$ cat src/rtl/core/whg_pkg.sv
// Shared widths, codes and constants of the wrapped hex grid geometry unit.
`default_nettype none

package whg_pkg;

    // Field widths
    localparam int COORD_W  = 10;
    localparam int CFG_W    = 11;
    localparam int DIR_W    = 3;
    localparam int RADIUS_W = 10;
    localparam int DIST_W   = 11;
    localparam int HEAD_W   = 3;
    localparam int COUNT_W  = 22;
    localparam int ACT_W    = 2;
    localparam int CFG_ADDR_W = 1;

    // Stream widths
    localparam int S_TDATA_W = 56;
    localparam int M_TDATA_W = 56;

    // Default map limit and register reset value
    localparam int MAX_SIDE_DEF = 1024;
    localparam logic [CFG_W-1:0] MAP_RESET = 11'd1024;

    // Register indexes
    localparam logic [CFG_ADDR_W-1:0] CFG_MAP_WIDTH  = 1'b0;
    localparam logic [CFG_ADDR_W-1:0] CFG_MAP_HEIGHT = 1'b1;

    // Actions
    localparam logic [ACT_W-1:0] ACT_NEIGHBOUR = 2'd0;
    localparam logic [ACT_W-1:0] ACT_DISTANCE  = 2'd1;
    localparam logic [ACT_W-1:0] ACT_HEADING   = 2'd2;
    localparam logic [ACT_W-1:0] ACT_COUNT     = 2'd3;

    // Step directions
    localparam logic [DIR_W-1:0] DIR_W_  = 3'd0;
    localparam logic [DIR_W-1:0] DIR_NW  = 3'd1;
    localparam logic [DIR_W-1:0] DIR_NE  = 3'd2;
    localparam logic [DIR_W-1:0] DIR_E   = 3'd3;
    localparam logic [DIR_W-1:0] DIR_SE  = 3'd4;

    // Headings
    localparam logic [HEAD_W-1:0] HEAD_N  = 3'd0;
    localparam logic [HEAD_W-1:0] HEAD_NE = 3'd1;
    localparam logic [HEAD_W-1:0] HEAD_SE = 3'd2;
    localparam logic [HEAD_W-1:0] HEAD_S  = 3'd3;
    localparam logic [HEAD_W-1:0] HEAD_SW = 3'd4;
    localparam logic [HEAD_W-1:0] HEAD_NW = 3'd5;

    // Fixed-point slope of the 60 degree split: dy * 1000 against dx * 1732
    localparam int HEAD_DEN   = 1000;
    localparam int HEAD_NUM   = 1732;
    localparam int HEAD_K_W   = 11;

    // Per-item fields that ride along the pipeline
    typedef struct packed {
        logic [ACT_W-1:0]    action;
        logic [DIR_W-1:0]    step_dir;
        logic [RADIUS_W-1:0] radius;
        logic                include_center;
    } t_side;

endpackage

`default_nettype wire

$ cat src/rtl/core/wrapped_hex_grid_geometry.sv
// Top level of the wrapped hex grid geometry unit: neighbour, distance, heading, cell count.
// Each result passes through five register stages: input, two reduction stages, geometry and output.
// Throughput: one item per cycle; every stage has its own valid bit and stalls only
// when the stage behind it is full and cannot move on.
// The coordinate reduction modulo the map size takes two stages of restoring steps.
// Reset (i_rst_n low, synchronous) empties the pipeline and sets both map sizes to 1024.
`default_nettype none

module wrapped_hex_grid_geometry
    import whg_pkg::*;
#(
    parameter int MAX_SIDE = MAX_SIDE_DEF
) (
    input  wire                    i_clk,
    input  wire                    i_rst_n,

    // Configuration write port
    input  wire                    i_cfg_we,
    input  wire [CFG_ADDR_W-1:0]   i_cfg_addr,
    input  wire [CFG_W-1:0]        i_cfg_data,

    // Input stream
    input  wire                    s_axis_tvalid,
    output logic                   s_axis_tready,
    // tdata from bit 0: first_x[10], first_y[10], second_x[10], second_y[10],
    // step_dir[3], radius[10], include_center[1], zero padding[2]
    input  wire [S_TDATA_W-1:0]    s_axis_tdata,
    // tuser: action[2]
    input  wire [ACT_W-1:0]        s_axis_tuser,

    // Result stream
    output logic                   m_axis_tvalid,
    input  wire                    m_axis_tready,
    // tdata from bit 0: near_x[10], near_y[10], hex_distance[11], heading[3],
    // cell_count[22]
    output logic [M_TDATA_W-1:0]   m_axis_tdata
);

    // The effective map size never exceeds MAX_SIDE nor the register range.
    localparam int EFF_MAX = (MAX_SIDE < 2047) ? MAX_SIDE : 2047;
    localparam int SW      = $clog2(EFF_MAX + 1);
    localparam int TOP_H   = MAX_SIDE - (MAX_SIDE % 2);
    localparam int LO      = COORD_W / 2;
    localparam int HI      = COORD_W - LO;
    localparam int AW      = SW + 2;
    localparam int DW      = SW + 3;
    localparam int PW      = SW + HEAD_K_W;
    localparam int RR_W    = 2 * RADIUS_W + 1;
    localparam int NSTG    = 5;

    // Width: zero reads as one, anything above the limit as the limit.
    function automatic logic [SW-1:0] f_eff_w(input logic [CFG_W-1:0] v);
        logic [SW-1:0] r;
        r = SW'(v);
        if (v == '0) begin
            r = SW'(1);
        end else if (int'(v) > MAX_SIDE) begin
            r = SW'(MAX_SIDE);
        end
        return r;
    endfunction

    // Height: always even, held between two and the even limit.
    function automatic logic [SW-1:0] f_eff_h(input logic [CFG_W-1:0] v);
        logic [CFG_W-1:0] e;
        logic [SW-1:0]    r;
        e = {v[CFG_W-1:1], 1'b0};
        r = SW'(e);
        if (int'(e) > TOP_H) begin
            r = SW'(TOP_H);
        end
        if (int'(e) < 2) begin
            r = SW'(2);
        end
        return r;
    endfunction

    // Map size, stored already clamped
    logic [SW-1:0] r_eff_w;
    logic [SW-1:0] r_eff_h;

    always_ff @(posedge i_clk) begin
        if (!i_rst_n) begin
            r_eff_w <= f_eff_w(MAP_RESET);
            r_eff_h <= f_eff_h(MAP_RESET);
        end else if (i_cfg_we) begin
            unique case (i_cfg_addr)
                CFG_MAP_WIDTH:  r_eff_w <= f_eff_w(i_cfg_data);
                CFG_MAP_HEIGHT: r_eff_h <= f_eff_h(i_cfg_data);
                default: ;
            endcase
        end
    end

    // Pipeline flow control: a stage takes new data when it is empty or
    // when its own content moves on in the same cycle.
    logic [NSTG-1:0] r_vld;
    logic [NSTG-1:0] rdy;

    always_comb begin
        rdy[NSTG-1] = !r_vld[NSTG-1] || m_axis_tready;
        for (int k = NSTG - 2; k >= 0; k--) begin
            rdy[k] = !r_vld[k] || rdy[k+1];
        end
    end

    assign s_axis_tready = rdy[0];
    assign m_axis_tvalid = r_vld[NSTG-1];

    always_ff @(posedge i_clk) begin
        if (!i_rst_n) begin
            r_vld <= '0;
        end else begin
            if (rdy[0]) begin
                r_vld[0] <= s_axis_tvalid;
            end
            for (int k = 1; k < NSTG; k++) begin
                if (rdy[k]) begin
                    r_vld[k] <= r_vld[k-1];
                end
            end
        end
    end

    // Lanes in order: first_x, first_y, second_x, second_y.
    logic [SW-1:0] lane_div [4];
    assign lane_div[0] = r_eff_w;
    assign lane_div[1] = r_eff_h;
    assign lane_div[2] = r_eff_w;
    assign lane_div[3] = r_eff_h;

    // Stage 0: input register
    t_side            r_s0_side;
    logic [COORD_W-1:0] r_s0_crd [4];

    always_ff @(posedge i_clk) begin
        if (rdy[0]) begin
            r_s0_side.action         <= s_axis_tuser;
            r_s0_side.step_dir       <= s_axis_tdata[42:40];
            r_s0_side.radius         <= s_axis_tdata[52:43];
            r_s0_side.include_center <= s_axis_tdata[53];
            r_s0_crd[0]              <= s_axis_tdata[9:0];
            r_s0_crd[1]              <= s_axis_tdata[19:10];
            r_s0_crd[2]              <= s_axis_tdata[29:20];
            r_s0_crd[3]              <= s_axis_tdata[39:30];
        end
    end

    // Stages 1 and 2: coordinate reduction, upper bits first, then lower bits
    t_side          r_s1_side;
    logic [SW-1:0]  r_s1_rem [4];
    logic [LO-1:0]  r_s1_low [4];
    t_side          r_s2_side;
    logic [SW-1:0]  r_s2_crd [4];
    logic [SW-1:0]  n_s1_rem [4];
    logic [SW-1:0]  n_s2_crd [4];

    for (genvar g = 0; g < 4; g++) begin : g_lane
        whg_rem_unit #(
            .SW    (SW),
            .STEPS (HI)
        ) u_rem_hi (
            .i_rem  ('0),
            .i_bits (r_s0_crd[g][COORD_W-1 -: HI]),
            .i_div  (lane_div[g]),
            .o_rem  (n_s1_rem[g])
        );

        whg_rem_unit #(
            .SW    (SW),
            .STEPS (LO)
        ) u_rem_lo (
            .i_rem  (r_s1_rem[g]),
            .i_bits (r_s1_low[g]),
            .i_div  (lane_div[g]),
            .o_rem  (n_s2_crd[g])
        );
    end

    always_ff @(posedge i_clk) begin
        if (rdy[1]) begin
            r_s1_side <= r_s0_side;
            for (int i = 0; i < 4; i++) begin
                r_s1_rem[i] <= n_s1_rem[i];
                r_s1_low[i] <= r_s0_crd[i][LO-1:0];
            end
        end
        if (rdy[2]) begin
            r_s2_side <= r_s1_side;
            for (int i = 0; i < 4; i++) begin
                r_s2_crd[i] <= n_s2_crd[i];
            end
        end
    end

    // Stage 3: neighbour, wrapped deltas, heading products, radius product
    logic [SW-1:0] x1, y1, x2, y2;
    assign x1 = r_s2_crd[0];
    assign y1 = r_s2_crd[1];
    assign x2 = r_s2_crd[2];
    assign y2 = r_s2_crd[3];

    logic [COORD_W-1:0] n_s3_nx, n_s3_ny;
    logic [AW-1:0]      n_s3_dxw, n_s3_dyw;
    logic               n_s3_north, n_s3_west;
    logic [PW-1:0]      n_s3_pdy, n_s3_pdx;
    logic [RR_W-1:0]    n_s3_rr;

    // Neighbour with wrap at both edges; odd rows sit half a cell to the right.
    always_comb begin : neighbour
        logic [SW:0] xm, xp, ym, yp;
        logic        odd;
        xm  = (x1 == '0) ? ({1'b0, r_eff_w} - 1'b1) : ({1'b0, x1} - 1'b1);
        xp  = ({1'b0, x1} + 1'b1 == {1'b0, r_eff_w}) ? '0 : ({1'b0, x1} + 1'b1);
        ym  = (y1 == '0) ? ({1'b0, r_eff_h} - 1'b1) : ({1'b0, y1} - 1'b1);
        yp  = ({1'b0, y1} + 1'b1 == {1'b0, r_eff_h}) ? '0 : ({1'b0, y1} + 1'b1);
        odd = y1[0];
        case (r_s2_side.step_dir)
            DIR_W_: begin
                n_s3_nx = COORD_W'(xm);
                n_s3_ny = COORD_W'(y1);
            end
            DIR_NW: begin
                n_s3_nx = odd ? COORD_W'(x1) : COORD_W'(xm);
                n_s3_ny = COORD_W'(ym);
            end
            DIR_NE: begin
                n_s3_nx = odd ? COORD_W'(xp) : COORD_W'(x1);
                n_s3_ny = COORD_W'(ym);
            end
            DIR_E: begin
                n_s3_nx = COORD_W'(xp);
                n_s3_ny = COORD_W'(y1);
            end
            DIR_SE: begin
                n_s3_nx = odd ? COORD_W'(xp) : COORD_W'(x1);
                n_s3_ny = COORD_W'(yp);
            end
            // South-west, and the two unused codes that behave the same
            default: begin
                n_s3_nx = odd ? COORD_W'(x1) : COORD_W'(xm);
                n_s3_ny = COORD_W'(yp);
            end
        endcase
    end

    // Distance in doubled units: rows count two, the row offset counts one.
    always_comb begin : dist_prep
        logic [DW-1:0] dxs;
        logic [AW-1:0] adx, ady, w2, h2;
        dxs = ((DW'(x1) - DW'(x2)) << 1) + DW'(y1[0]) - DW'(y2[0]);
        adx = dxs[DW-1] ? AW'(-dxs) : AW'(dxs);
        ady = (y1 > y2) ? (AW'(y1 - y2) << 1) : (AW'(y2 - y1) << 1);
        w2  = AW'(r_eff_w) << 1;
        h2  = AW'(r_eff_h) << 1;
        n_s3_dyw = (ady > AW'(r_eff_h)) ? (h2 - ady) : ady;
        n_s3_dxw = (adx > AW'(r_eff_w)) ? (w2 - adx) : adx;
    end

    // Heading: take the short way round, which flips the sense of the compare.
    always_comb begin : head_prep
        logic [SW-1:0] dyh, dxh;
        logic          swap_y, swap_x;
        dyh    = (y1 > y2) ? (y1 - y2) : (y2 - y1);
        dxh    = (x1 > x2) ? (x1 - x2) : (x2 - x1);
        swap_y = dyh > (r_eff_h >> 1);
        swap_x = dxh > (r_eff_w >> 1);
        if (swap_y) begin
            dyh = r_eff_h - dyh;
        end
        if (swap_x) begin
            dxh = r_eff_w - dxh;
        end
        n_s3_north = swap_y ? (y1 < y2) : (y2 < y1);
        n_s3_west  = swap_x ? (x1 < x2) : (x2 < x1);
        n_s3_pdy   = PW'(dyh) * PW'(HEAD_DEN);
        n_s3_pdx   = PW'(dxh) * PW'(HEAD_NUM);
    end

    assign n_s3_rr = RR_W'(r_s2_side.radius) * (RR_W'(r_s2_side.radius) + 1'b1);

    t_side              r_s3_side;
    logic [COORD_W-1:0] r_s3_nx, r_s3_ny;
    logic [AW-1:0]      r_s3_dxw, r_s3_dyw;
    logic               r_s3_north, r_s3_west;
    logic [PW-1:0]      r_s3_pdy, r_s3_pdx;
    logic [RR_W-1:0]    r_s3_rr;

    always_ff @(posedge i_clk) begin
        if (rdy[3]) begin
            r_s3_side  <= r_s2_side;
            r_s3_nx    <= n_s3_nx;
            r_s3_ny    <= n_s3_ny;
            r_s3_dxw   <= n_s3_dxw;
            r_s3_dyw   <= n_s3_dyw;
            r_s3_north <= n_s3_north;
            r_s3_west  <= n_s3_west;
            r_s3_pdy   <= n_s3_pdy;
            r_s3_pdx   <= n_s3_pdx;
            r_s3_rr    <= n_s3_rr;
        end
    end

    // Stage 4: finish each action and clear the fields the action does not use.
    logic [DIST_W-1:0]  hex_dist;
    logic [HEAD_W-1:0]  head;
    logic [COUNT_W-1:0] count;

    always_comb begin : finish
        logic signed [AW:0] dx2;
        logic [AW:0]        sum;
        logic               main_dir;
        dx2 = signed'((AW+1)'(r_s3_dxw)) - signed'((AW+1)'(r_s3_dyw >> 1));
        sum = (AW+1)'(r_s3_dyw) + (dx2[AW] ? '0 : (AW+1)'(dx2));
        hex_dist = DIST_W'(sum >> 1);
        main_dir = r_s3_pdy > r_s3_pdx;
        if (r_s3_north) begin
            head = main_dir ? HEAD_N : (r_s3_west ? HEAD_NW : HEAD_NE);
        end else begin
            head = main_dir ? HEAD_S : (r_s3_west ? HEAD_SW : HEAD_SE);
        end
        count = COUNT_W'(r_s3_rr) + (COUNT_W'(r_s3_rr) << 1)
              + COUNT_W'(r_s3_side.include_center);
    end

    logic [COORD_W-1:0] n_out_nx, n_out_ny;
    logic [DIST_W-1:0]  n_out_dist;
    logic [HEAD_W-1:0]  n_out_head;
    logic [COUNT_W-1:0] n_out_count;

    // Only the fields of the requested action carry a value; the rest are zero.
    always_comb begin : select_out
        n_out_nx    = '0;
        n_out_ny    = '0;
        n_out_dist  = '0;
        n_out_head  = '0;
        n_out_count = '0;
        unique case (r_s3_side.action)
            ACT_NEIGHBOUR: begin
                n_out_nx = r_s3_nx;
                n_out_ny = r_s3_ny;
            end
            ACT_DISTANCE: n_out_dist  = hex_dist;
            ACT_HEADING:  n_out_head  = head;
            ACT_COUNT:    n_out_count = count;
            default: ;
        endcase
    end

    logic [COORD_W-1:0] r_out_nx, r_out_ny;
    logic [DIST_W-1:0]  r_out_dist;
    logic [HEAD_W-1:0]  r_out_head;
    logic [COUNT_W-1:0] r_out_count;

    always_ff @(posedge i_clk) begin
        if (rdy[4]) begin
            r_out_nx    <= n_out_nx;
            r_out_ny    <= n_out_ny;
            r_out_dist  <= n_out_dist;
            r_out_head  <= n_out_head;
            r_out_count <= n_out_count;
        end
    end

    assign m_axis_tdata = {r_out_count, r_out_head, r_out_dist, r_out_ny, r_out_nx};

endmodule

`default_nettype wire

$ cat src/rtl/core/whg_rem_unit.sv
// Restoring remainder steps: shifts in STEPS coordinate bits and reduces by the map size.
`default_nettype none

module whg_rem_unit
    import whg_pkg::*;
#(
    parameter int SW    = CFG_W,
    parameter int STEPS = COORD_W / 2
) (
    input  logic [SW-1:0]    i_rem,
    input  logic [STEPS-1:0] i_bits,
    input  logic [SW-1:0]    i_div,
    output logic [SW-1:0]    o_rem
);

    // The partial remainder stays below the divisor, so one compare and
    // subtract per bit is enough.
    always_comb begin : rem_steps
        logic [SW:0]   t;
        logic [SW-1:0] r;
        r = i_rem;
        t = '0;
        for (int i = STEPS - 1; i >= 0; i--) begin
            t = {r, i_bits[i]};
            if (t >= {1'b0, i_div}) begin
                t = t - {1'b0, i_div};
            end
            r = t[SW-1:0];
        end
        o_rem = r;
    end

endmodule

`default_nettype wire

$ cat config.mk
export PLATFORM = sky130hd
export DESIGN_NAME = wrapped_hex_grid_geometry
export DESIGN_NICKNAME = d
export VERILOG_FILES = /design/src/rtl/core/whg_pkg.sv /design/src/rtl/core/wrapped_hex_grid_geometry.sv /design/src/rtl/core/whg_rem_unit.sv
export SDC_FILE = /design/constraint.sdc
export NUM_CORES = 2
export LEC_CHECK = 0
export ABC_AREA = 1
export BUFFER_PORTS_ARGS = -buffer_cell sky130_fd_sc_hd__buf_2
export CAP_MARGIN = 15
export CORE_AREA = 2 2 427 345
export DETAILED_ROUTE_END_ITERATION = 7
export DIE_AREA = 0 0 429 347
export MAX_ROUTING_LAYER = met4
export PLACE_DENSITY = 0.62
export SLEW_MARGIN = 20
export SYNTH_ARGS = -nofsm -noshare
export SYNTH_HDL_FRONTEND = slang
export SYNTH_SLANG_ARGS = --single-unit
$ cat constraint.sdc
create_clock -name i_clk -period 12.8 [get_ports i_clk]
set_input_delay 1.92 -clock i_clk [delete_from_list [all_inputs] [get_ports i_clk]]
set_output_delay 1.92 -clock i_clk [all_outputs]
set_load 0.01 [all_outputs]
==> impl_results.md <==
- Setup violations, final: 0
- FF-to-FF path depth: 50
- Worst reg2reg path endpoint: r_s2_crd[0][5]
- Post-route DRC: 0
- Initial DRC Count: 3628
- Ys Warns: 0
- Max-slew violations: 0
- HPWL after DPL: 115000 um
- Initial antenna violation count: 4
- Family with the most delay on the worst path: simple AND/OR/NAND/NOR gates
- Startpoint types: register
- Met2 WL post-DR: 61600 um
- Synthesized area per cell: 7.41 sq um
- Global-route wire length before repair: 228000 um
- Hold_buf cts: 0
- Routed length on met3: 8530 um
- Register area share after synthesis: 22.4%
- Hold/Removal Path Class: register to register
- Post-synth EDFFs: 358
- Vias: 44914
- Crit share post-route: 89.5%
- Number of global-route vias before repair: 42266
- Max-cap violations: 0
- Critical Path Stages: 50
- Die Wd: 429 um
- Worst r2r src: r_eff_w[1]
- Crit path kind: register to register
- Minimum clock period: 11450 ps
- CP Buf/Inv Count: 9
- Final Worst Setup Slack: 1350 ps
- Max incr delay on CP: 870 ps
- Final Hold Viols: 0
- Drt via density: 5.06
- Net Count, Synth: 7744
- Rel. slew slack: 26.0%
- CTS tree: done
- Synth Cell Area: 0.0503 sq mm
- Area grow syn2layout: 9.08%
- CP Max Fanout: 20
- # IOs: 133
- Worst-case clock buffer depth: 3
- Clock Sinks: 384
- Die Y: 347 um
- Worst Path Required: 13320 ps
- Number of port buffers: 130
- Sum of negative setup slack: 0 ps
- Nets: 7890
- Die ar.: 0.149 sq mm
- CP most frequent cell: nand2_1
- Pin count of the biggest net entering global routing: 81
- WP data arrival: 11970 ps
- Worst-path clk slew: 70 ps
- Clk root buf: clkbuf_16
- Most frequent cells in the layout: nand2_1, inv_1, ha_1, a21oi_1, nor2_1
- Congestion Overflow GR: 0
- DR top layer: met4
- Post-synthesis register bit count: 384
- Rows: 125
- Clock skew: 18.6 ps
- Worst setup path startpoint: r_eff_w[1]
- H-tree depth: 2
- Slowest CP cell: dfxtp_1
- Final ANT Viol Nets: 0
- Share of cells above drive strength 1: 6.06%
- PostCTS Resize Cnt: 0
- CP endpoint kind: register
- Asr flop ratio synth: 0%
- Fmax: 87.3 MHz
- DR WL/cell: 16.3 um
- CTS buffer count: 50
- TritonRoute pass-1 iters: 6
- Core footprint: 0.144 sq mm
- Crit path capture: r_s2_crd[0][5]
- Starting density of the core: 34.8%
- Drt total wl: 145000 um
- Actual slew at the worst max-slew pin: 1110 ps
- M1 wire length: 70700 um
- Postcts setup bufs: 0
- Pre-CTS setup slack: 1550 ps
- Clk Latency, worst-skew pair: 660 ps
- Post-synth top flop: edfxtp_1
- Outcome: complete, no violations
- Synth unique cells: 71
- GP Congestion: 0.972
- R2R setup slack: 1350 ps
- RSZ-0062 raised after global routing: false
- Leading cell type in the layout, fill and taps excluded: nand2_1
- Cells after Synth: 6782
- GRT Total Usage: 19.5%
==> worst min path at each step <==
stage	start	to	slack, ps	depth (start not counted)
floorplan	r_s0_crd[0][0]	r_s1_low[0][0]	400	0
global placement	r_s1_side[1]	r_s2_side[1]	400	0
detailed placement	r_s0_crd[2][3]	r_s1_low[2][3]	400	0
CTS	r_s1_side[2]	r_s2_side[2]	410	0
global route	r_s1_side[2]	r_s2_side[2]	420	0
finish	r_s1_side[2]	r_s2_side[2]	410	0
==> per-stage QoR <==
stage          util, %  hold slack [ps]  cell area, sq um  std cells
2_1_floorplan        -              400             50300       6782
3_3_place_gp      36.8              401             53200       8781
3_5_place_dp      36.8              405             53200       8781
4_1_cts           38.0              413             54800       8874
5_1_grt           38.0              419             54800       8877
6_report          38.0              410             54800       8878
==> synth_stat cells (all sizes together), types with 26 or more instances <==
master     n  share of area (%)
a21oi    589                5.9
buf       56               0.82
clkbuf    27               0.20
dfxtp     26                1.0
edfxtp   358                 21
fa       172                6.8
ha       715                 18
inv     1072                8.0
nand2   1624                 12
nand3    316                3.5
nand4    113                1.5
nor2     512                4.1
nor3      50               0.56
o211ai    28               0.42
o21ai    449                4.5
o21bai    30               0.45
xnor2    128                2.2
xor2     285                5.0
==> final cells by class <==
| class | instances | area [sq um] |
|---|---|---|
| Sequential cell | 384 | 11300 |
| Timing Repair Buffer | 177 | 1000 |
| Tap cell | 1905 | 2380 |
| Clock buffer | 54 | 1270 |
| Antenna cell | 4 | 10.0 |
| Inverter | 1080 | 4070 |
| Fill cell | 14966 | 89500 |
| Multi-Input combinational cell | 5235 | 34400 |
| Clock inverter | 39 | 402 |
==> sequential cells by signal (all words and copies together), names as in the netlist, 11 cells and up <==
signal       count
r_eff_w         11
r_out_count     22
r_out_dist      11
r_s0_crd        40
r_s0_side       16
r_s1_low        20
r_s1_rem        44
r_s1_side       16
r_s2_crd        44
r_s2_side       16
r_s3_dxw        13
r_s3_dyw        11
r_s3_pdx        20
r_s3_pdy        17
r_s3_rr         20
==> cell families after synthesis <==
group                    Yosys count  share of synthesized area [%]
XOR/XNOR                         413                           7.25
AND/OR/NAND/NOR                 2687                           23.0
flip-flops                       384                           22.4
buffers and inverters           1163                           9.10
adder cells (fa/ha/maj)          887                           24.6
AO/OA/AOI/OAI                   1247                           13.6
other                              1                        0.00746
==> per-layer routing <==
metal,GRT usage (%),up-vias
met4,5.61,0
li1,-,22842
met3,2.24,203
met2,29.4,1223
met1,27.5,20646
met5,-,-
Power is left out: the tool's default activity adds up to more than one toggle a clock period on the data nets, which glitch-free logic cannot reach.
